[src/hw/rtl/iprmt_pkg.sv]
// Package for the IPv4 range membership table.
// Holds the item kind codes, status codes, internal opcodes and the command word type.
// No dependencies.
package iprmt_pkg;

  localparam logic [1:0] KIND_CLEAR    = 2'd0;
  localparam logic [1:0] KIND_ADD      = 2'd1;
  localparam logic [1:0] KIND_LOOKUP   = 2'd2;
  localparam logic [1:0] KIND_RESERVED = 2'd3;

  localparam logic [1:0] STATUS_OK    = 2'd0;
  localparam logic [1:0] STATUS_ORDER = 2'd1;
  localparam logic [1:0] STATUS_FULL  = 2'd2;

  localparam int unsigned EntryTotalW = 9;

  typedef enum logic [2:0] {
    OP_NONE,
    OP_CLEAR,
    OP_ADD,
    OP_BAD_ADD,
    OP_LOOKUP
  } op_e;

  typedef struct packed {
    op_e         op;
    logic [31:0] range_low;
    logic [31:0] range_high;
    logic [31:0] lookup_address;
  } cmd_t;

  typedef struct packed {
    logic [31:0] start_addr;
    logic [31:0] end_addr;
  } entry_t;

endpackage

[src/hw/rtl/iprmt_in_if.sv]
// Input channel of the range table: valid, ready and one input word.
// No dependencies.
interface iprmt_in_if;
  logic        valid;
  logic        ready;
  logic [1:0]  kind;
  logic [31:0] range_low;
  logic [31:0] range_high;
  logic [31:0] lookup_address;

  modport source (output valid, kind, range_low, range_high, lookup_address, input ready);
  modport sink   (input valid, kind, range_low, range_high, lookup_address, output ready);
endinterface

[src/hw/rtl/iprmt_front.sv]
// Front end of the range table: accepts input words, classifies them into
// commands and buffers them in a two-entry queue. Depends on iprmt_pkg, iprmt_in_if.
module iprmt_front import iprmt_pkg::*; (
  input  logic        clk_i,
  input  logic        rst_ni,
  iprmt_in_if.sink    in_i,
  output cmd_t        cmd_o,
  output logic        cmd_valid_o,
  input  logic        cmd_ready_i
);

  cmd_t       q_mem_q [2];
  logic       wp_q, wp_d, rp_q, rp_d;
  logic [1:0] fill_q, fill_d;
  logic       push, pop;
  cmd_t       cls;

  always_comb begin
    cls.range_low      = in_i.range_low;
    cls.range_high     = in_i.range_high;
    cls.lookup_address = in_i.lookup_address;
    unique case (in_i.kind)
      KIND_CLEAR:  cls.op = OP_CLEAR;
      KIND_ADD:    cls.op = (in_i.range_low > in_i.range_high) ? OP_BAD_ADD : OP_ADD;
      KIND_LOOKUP: cls.op = OP_LOOKUP;
      default:     cls.op = OP_NONE;
    endcase
  end

  assign in_i.ready  = (fill_q != 2'd2);
  assign push        = in_i.valid && in_i.ready;
  assign cmd_valid_o = (fill_q != 2'd0);
  assign pop         = cmd_valid_o && cmd_ready_i;
  assign cmd_o       = q_mem_q[rp_q];

  always_comb begin
    wp_d   = push ? ~wp_q : wp_q;
    rp_d   = pop ? ~rp_q : rp_q;
    fill_d = fill_q + {1'b0, push} - {1'b0, pop};
  end

  always_ff @(posedge clk_i) begin
    if (push) begin
      q_mem_q[wp_q] <= cls;
    end
  end

  always_ff @(posedge clk_i or negedge rst_ni) begin
    if (!rst_ni) begin
      wp_q   <= 1'b0;
      rp_q   <= 1'b0;
      fill_q <= 2'd0;
    end else begin
      wp_q   <= wp_d;
      rp_q   <= rp_d;
      fill_q <= fill_d;
    end
  end

`ifndef SYNTHESIS
  a_fill_max: assert property (@(posedge clk_i) disable iff (!rst_ni) fill_q <= 2'd2)
    else $error("queue overfilled");
  a_ptr_fill: assert property (@(posedge clk_i) disable iff (!rst_ni)
    (fill_q == 2'd0 || fill_q == 2'd2) |-> (wp_q == rp_q))
    else $error("queue pointers disagree with fill");
  a_push_fill: assert property (@(posedge clk_i) disable iff (!rst_ni)
    (push && !pop) |=> (fill_q == $past(fill_q) + 2'd1))
    else $error("push lost");
`endif

endmodule

[src/flat_wrapper.sv]
// flat-port wrapper written by rule: the top's interface ports become plain ports
module iprmt_front_flat import iprmt_pkg::*;
  (clk_i, rst_ni, cmd_o, cmd_valid_o, cmd_ready_i, in_i_valid, in_i_kind, in_i_range_low, in_i_range_high, in_i_lookup_address, in_i_ready);
  iprmt_in_if in_i_i ();
  input  logic clk_i;
  input  logic rst_ni;
  output cmd_t cmd_o;
  output logic cmd_valid_o;
  input  logic cmd_ready_i;
  input wire logic [$bits(in_i_i.valid)-1:0] in_i_valid;
  input wire logic [$bits(in_i_i.kind)-1:0] in_i_kind;
  input wire logic [$bits(in_i_i.range_low)-1:0] in_i_range_low;
  input wire logic [$bits(in_i_i.range_high)-1:0] in_i_range_high;
  input wire logic [$bits(in_i_i.lookup_address)-1:0] in_i_lookup_address;
  output wire logic [$bits(in_i_i.ready)-1:0] in_i_ready;
  assign in_i_i.valid = in_i_valid;
  assign in_i_i.kind = in_i_kind;
  assign in_i_i.range_low = in_i_range_low;
  assign in_i_i.range_high = in_i_range_high;
  assign in_i_i.lookup_address = in_i_lookup_address;
  assign in_i_ready = in_i_i.ready;
  iprmt_front u_core (.clk_i(clk_i), .rst_ni(rst_ni), .in_i(in_i_i), .cmd_o(cmd_o), .cmd_valid_o(cmd_valid_o), .cmd_ready_i(cmd_ready_i));
endmodule
[config.mk]
export PLATFORM = sky130hd
export DESIGN_NAME = iprmt_front_flat
export DESIGN_NICKNAME = d
export VERILOG_FILES = /design/src/hw/rtl/iprmt_pkg.sv /design/src/hw/rtl/iprmt_in_if.sv /design/src/hw/rtl/iprmt_front.sv /design/src/flat_wrapper.sv
export SDC_FILE = /design/constraint.sdc
export NUM_CORES = 1
export LEC_CHECK = 0
export ABC_CLOCK_PERIOD_IN_PS = 5200
export BUFFER_PORTS_ARGS = -buffer_cell sky130_fd_sc_hd__buf_2
export CAP_MARGIN = 20
export CORE_MARGIN = 2
export CORE_UTILIZATION = 30
export CTS_BUF_LIST = sky130_fd_sc_hd__clkbuf_4 sky130_fd_sc_hd__clkbuf_8 sky130_fd_sc_hd__clkbuf_16
export DETAILED_ROUTE_END_ITERATION = 16
export PLACE_DENSITY = 0.53
export SLEW_MARGIN = 20
export SYNTH_ARGS = -nofsm -noshare
export SYNTH_HDL_FRONTEND = slang
export SYNTH_SLANG_ARGS = --single-unit
[constraint.sdc]
create_clock -name clk_i -period 5.2 [get_ports clk_i]
set_input_delay 0.78 -clock clk_i [delete_from_list [all_inputs] [get_ports clk_i]]
set_output_delay 0.78 -clock clk_i [all_outputs]
set_load 0.05 [all_outputs]
# After elaboration in Yosys (flattened, before gate mapping)
# Memory sizes are Yosys's and may differ from the RTL's.
# Index checks and enable logic that the tools add are counted.
[word_totals]
register_bits = 4
mem_bits_rw = 198
output_inout_bits = 101
mem_count = 1
[classes]
add_sub_neg = 2
n_lt_le_gt_ge = 1
eq_ne = 3
mux = 4
bitwise_logic = 2
reduce_logical = 4
[memory_table]
columns = ["name", "depth", "width", "read_ports", "rd_ports_with_merged_regs", "wr", "line", "rtl"]
rows = [
  ["u_core.q_mem_q", 2, 99, 1, 0, 1, "iprmt_front.sv:12", "cmd_t q_mem_q [2];"],
]
[op_table]
columns = ["op", "n"]
rows = [
  ["$gt 32x32->1", 1],
  ["$pmux 3 s3", 1],
  ["$mux 1", 3],
  ["$add 2x1->2", 1],
  ["$eq 2x1->1 const B", 1],
  ["$eq 2x2->1 const B", 1],
  ["$logic_and 1x1->1", 2],
  ["$logic_not 2->1", 1],
  ["$ne 2x2->1 const B", 1],
  ["$not 1->1", 2],
  ["$reduce_bool 2->1", 1],
  ["$sub 2x1->2", 1],
]

# Longest topological paths before layout
[logic_depth]
ltp_word = 4
mapped_depth = 7
depth_no_buf = 7

# Worst setup path after synthesis
# OpenSTA, ideal clock, no wires.
[synth_timing]
path_kind = "reg-to-reg"
start = "register u_core.fill_q[1]"
end = "memory u_core.q_mem_q[0][0] in the netlist's numbering, enable pin"
setup_ns = 0.558
arrival_time_ns = 5.089
required_ns = 4.642
setup_slack_ns = -0.448
stages_incl_launch_ff = 4
path_buffers = 0
period_less_slack_ns = 5.648
cell_sequence = "dfrtp_1 > nand2_1 > nand2_1 > nor2_1"
[synth_via]
elab_chain_len = 4
[synth_lines]
columns = ["item", "line", "rtl"]
rows = [
  ["start: declaration", "iprmt_front.sv:14", "logic [1:0] fill_q, fill_d;"],
  ["start signal: assignment", "iprmt_front.sv:56", "fill_q <= fill_d;"],
  ["$ne 2x2->1", "iprmt_front.sv:30", "assign in_i.ready = (fill_q != 2'd2);"],
  ["via in_i_ready", "flat_wrapper.sv:15", "output wire logic [$bits(in_i_i.ready)-1:0] in_i_ready;"],
  ["$logic_and 1x1->1", "iprmt_front.sv:31", "assign push = in_i.valid && in_i.ready;"],
  ["$mux 1", "iprmt_front.sv:43", "if (push) begin"],
  ["$mux 1 (implied by the code)", "iprmt_front.sv:44", "q_mem_q[wp_q] <= cls;"],
  ["end: declaration", "iprmt_front.sv:12", ""],
]
# The timed path passes the listed nets, and every way through them passes these cells.

==> qor.yml <==
status: "complete, no violations"
power.switching_mw: 2.686
drt_wl_total_um: 17870
dp.cells: 979
port_buffers: 202
fin_util_pct: 38.50
core_area_um2: 26800
grt_pass1_wl_um: 27330
p_sw_share_pct: 41.28
drive_gt1_share_pct: 51.25
grt_pass1_vias: 4934
layout_commonest_cell: "buf_2"
grt_remaining_overflow: 0
synth_adder_area_share_pct: 5.224
hpwlAfterDp_um: 12080
place_area_um2: 9588
holdBufCountCts: 0
ys.warnings.count: 0
critical_path_required_ns: 4.42
max_stage_delay_ns: 1.03
design_area_um2: 10320
die_area_um2: 28480
ys_seq_area_share_pct: 74.25
setup_violations: 0
reg2reg_slack_ns: 2.83
gp_congestion: 0.7986
cts_resized: 0
hold_viol_final: 0
root_buffer: "clkbuf_16"
postSynthRegisterBits: 202
slew_headroom_pct: 34.63
path_depth: 3
synth-simple-area-share_pct: 2.074
drv_cap: 0
hp-class: "in -> async"
finalPower_mw: 6.506
row_count: 60
layout.nets: 800
fin_crit_sh_pct: 67.33
seqPwrFrac_pct: 37.2
r2r_cells: 3
fp.dieW_um: 168.8
synth_area_um2: 8143
insertion_delay_ns: 0.50
grt_max_degree: 67
path_clk_slew_ns: 0.06
p_clk_share_pct: 23.4
die_y_um: 168.8
synth_top_family_by_area: "multiplexers"
tns_ns: 0
path_delay_family: "flip-flops"
num_vias: 4600
leakage_nw: 4.035
antenna_left: 0
drt-initial-drc-count: 219
skew_ns: 0.008122
crit_fanout: 66
cts_buffer_depth: 3
viasPerCell: 4.492
synth_xor_area_share_pct: 0.4302
rsz0062_at_grt: "no"
cts_tree: "yes"
critPathBufInv: 2
muxShareOfSynthArea_pct: 13.69
power.internal_mw: 3.821
wl_per_cell_um: 17.45
drv_slew: 0
grt_usage_pct: 12.23
syn_nets: 579
initial_core_util_pct: 30.38
pwr_density_cell_nw_per_um2: 630.6
netlist_instances: 443
crit_type: "reg -> out"
post_synth.cell_area_avg_um2: 18.38
htree_levels: 1
grt_antenna_before_repair: 4
period_minus_slack_ns: 3.501
synth_compound_area_share_pct: 2.044
crit-reg2reg-launch: "u_core.fill_q[1]"
dr.pass1.iters: 4
syn_to_final_growth_pct: 26.72
path_cells: "buf_4 > mux2_2 > buf_2"
numCtsBuffers: 24
ios: 203
cp-end-kind: "primary output"
p_comb_share_pct: 39.3
cp_slowest_cell: "dfrtp_4"
cp-start-kind: "flip-flop"
drc: 0
most-common-layout-cells: "buf_2 (202), edfxtp_1 (198), mux2_2 (99)"
worstMarginPinSlew_ns: 0.9783
fin_cells: 1024
clock.fmax_mhz: 285.6
r2r-end: "u_core.q_mem_q[1][25]"
synth.distinct_cells: 32
cts.sinks: 202
postCtsSetupBuffers: 0
ir_drop_uv: 401.0
arrival_ns: 2.72
==> how the worst max path moves through the flow <==
stage	startpoint	endpoint
floorplan	u_core.fill_q[1]	u_core.q_mem_q[0][0]
global placement	u_core.rp_q	cmd_o[32]
detailed placement	u_core.rp_q	cmd_o[45]
CTS	u_core.rp_q	cmd_o[45]
global route	u_core.rp_q	cmd_o[45]
finish	u_core.rp_q	cmd_o[45]
==> through the flow <==
| stage | setup slack [ns] | hold slack (ns) |
|---|---|---|
| after floorplan | 1.214 | 0.4590 |
| after global placement | 2.248 | 0.4755 |
| after detailed placement | 2.137 | 0.5017 |
| after CTS | 1.585 | 0.04203 |
| after global routing | 1.496 | 0.04365 |
| final | 1.699 | 0.06884 |
==> layer usage <==
| metal | share of wire [%] | routed length, um | global-route usage (%) | vias to the layer above |
|---|---|---|---|---|
| li1 | - | - | - | 2155 |
| met1 | 44 | 7873 | 15.87 | 2241 |
| met2 | 45 | 8112 | 19.89 | 167 |
| met3 | 7.8 | 1386 | 3.881 | 33 |
| met4 | 2.6 | 473 | 3.223 | 4 |
| met5 | 0.11 | 20 | 0 | - |
==> power groups by stage <==
stage | sequential, mW | clock (mW) | combinational [mW]
6_report | 2.42 | 1.52 | 2.56
5_1_grt | 2.47 | 1.64 | 2.69
4_1_cts | 2.43 | 1.58 | 2.60
3_5_place_dp | 2.46 | 0 | 2.59
3_3_place_gp | 2.46 | 0 | 2.56
2_1_floorplan | 2.34 | 0 | 2.10
==> kinds of logic after synthesis <==
family | after synthesis
flip-flops | 202
multiplexers | 99
buffers and inverters | 47
adder cells (fa/ha/maj) | 34
AND/OR/NAND/NOR | 31
AO/OA/AOI/OAI | 26
XOR/XNOR | 4
==> state kept, by name (all words and copies together), names as in the netlist <==
register	flops
u_core.fill_q	2
u_core.rp_q	1
u_core.wp_q	1
u_core.q_mem_q	198
==> synth_stat cells <==
library cell	number	share of area, %
a21o_1	3	0.28
o21ai_0	2	0.12
a211o_1	1	0.11
a21oi_2	1	0.11
and2b_2	1	0.11
a221o_1	1	0.12
edfxtp_1	198	73
buf_2	8	0.49
nand4_2	1	0.15
dfrtp_1	4	1.2
o211ai_1	1	0.092
nor2_1	4	0.18
nand4_1	5	0.38
a21oi_1	13	0.80
clkbuf_1	3	0.14
xnor2_1	3	0.32
and2_1	1	0.077
or4_4	1	0.14
and3_1	1	0.077
a31o_1	1	0.11
o311ai_1	1	0.11
mux2_2	99	14
nand3_1	5	0.31
a211oi_1	1	0.092
nand2_1	8	0.37
nor2b_1	1	0.077
xor2_1	1	0.11
nor3_1	2	0.12
ha_1	34	5.2
inv_1	36	1.7
or2_2	1	0.077
a2111oi_0	1	0.11
==> layout make-up <==
class,instances,area (um2)
flip-flops and latches,202,6050
fillers,2521,16480
diodes,4,10.01
inverters,36,135.1
well taps,341,426.7
clock inverters,13,72.57
multi-input cells,194,1923
repair buffers,206,1054
clock buffers,28,648.1
Note: power is estimated with default switching activity, not from simulation.
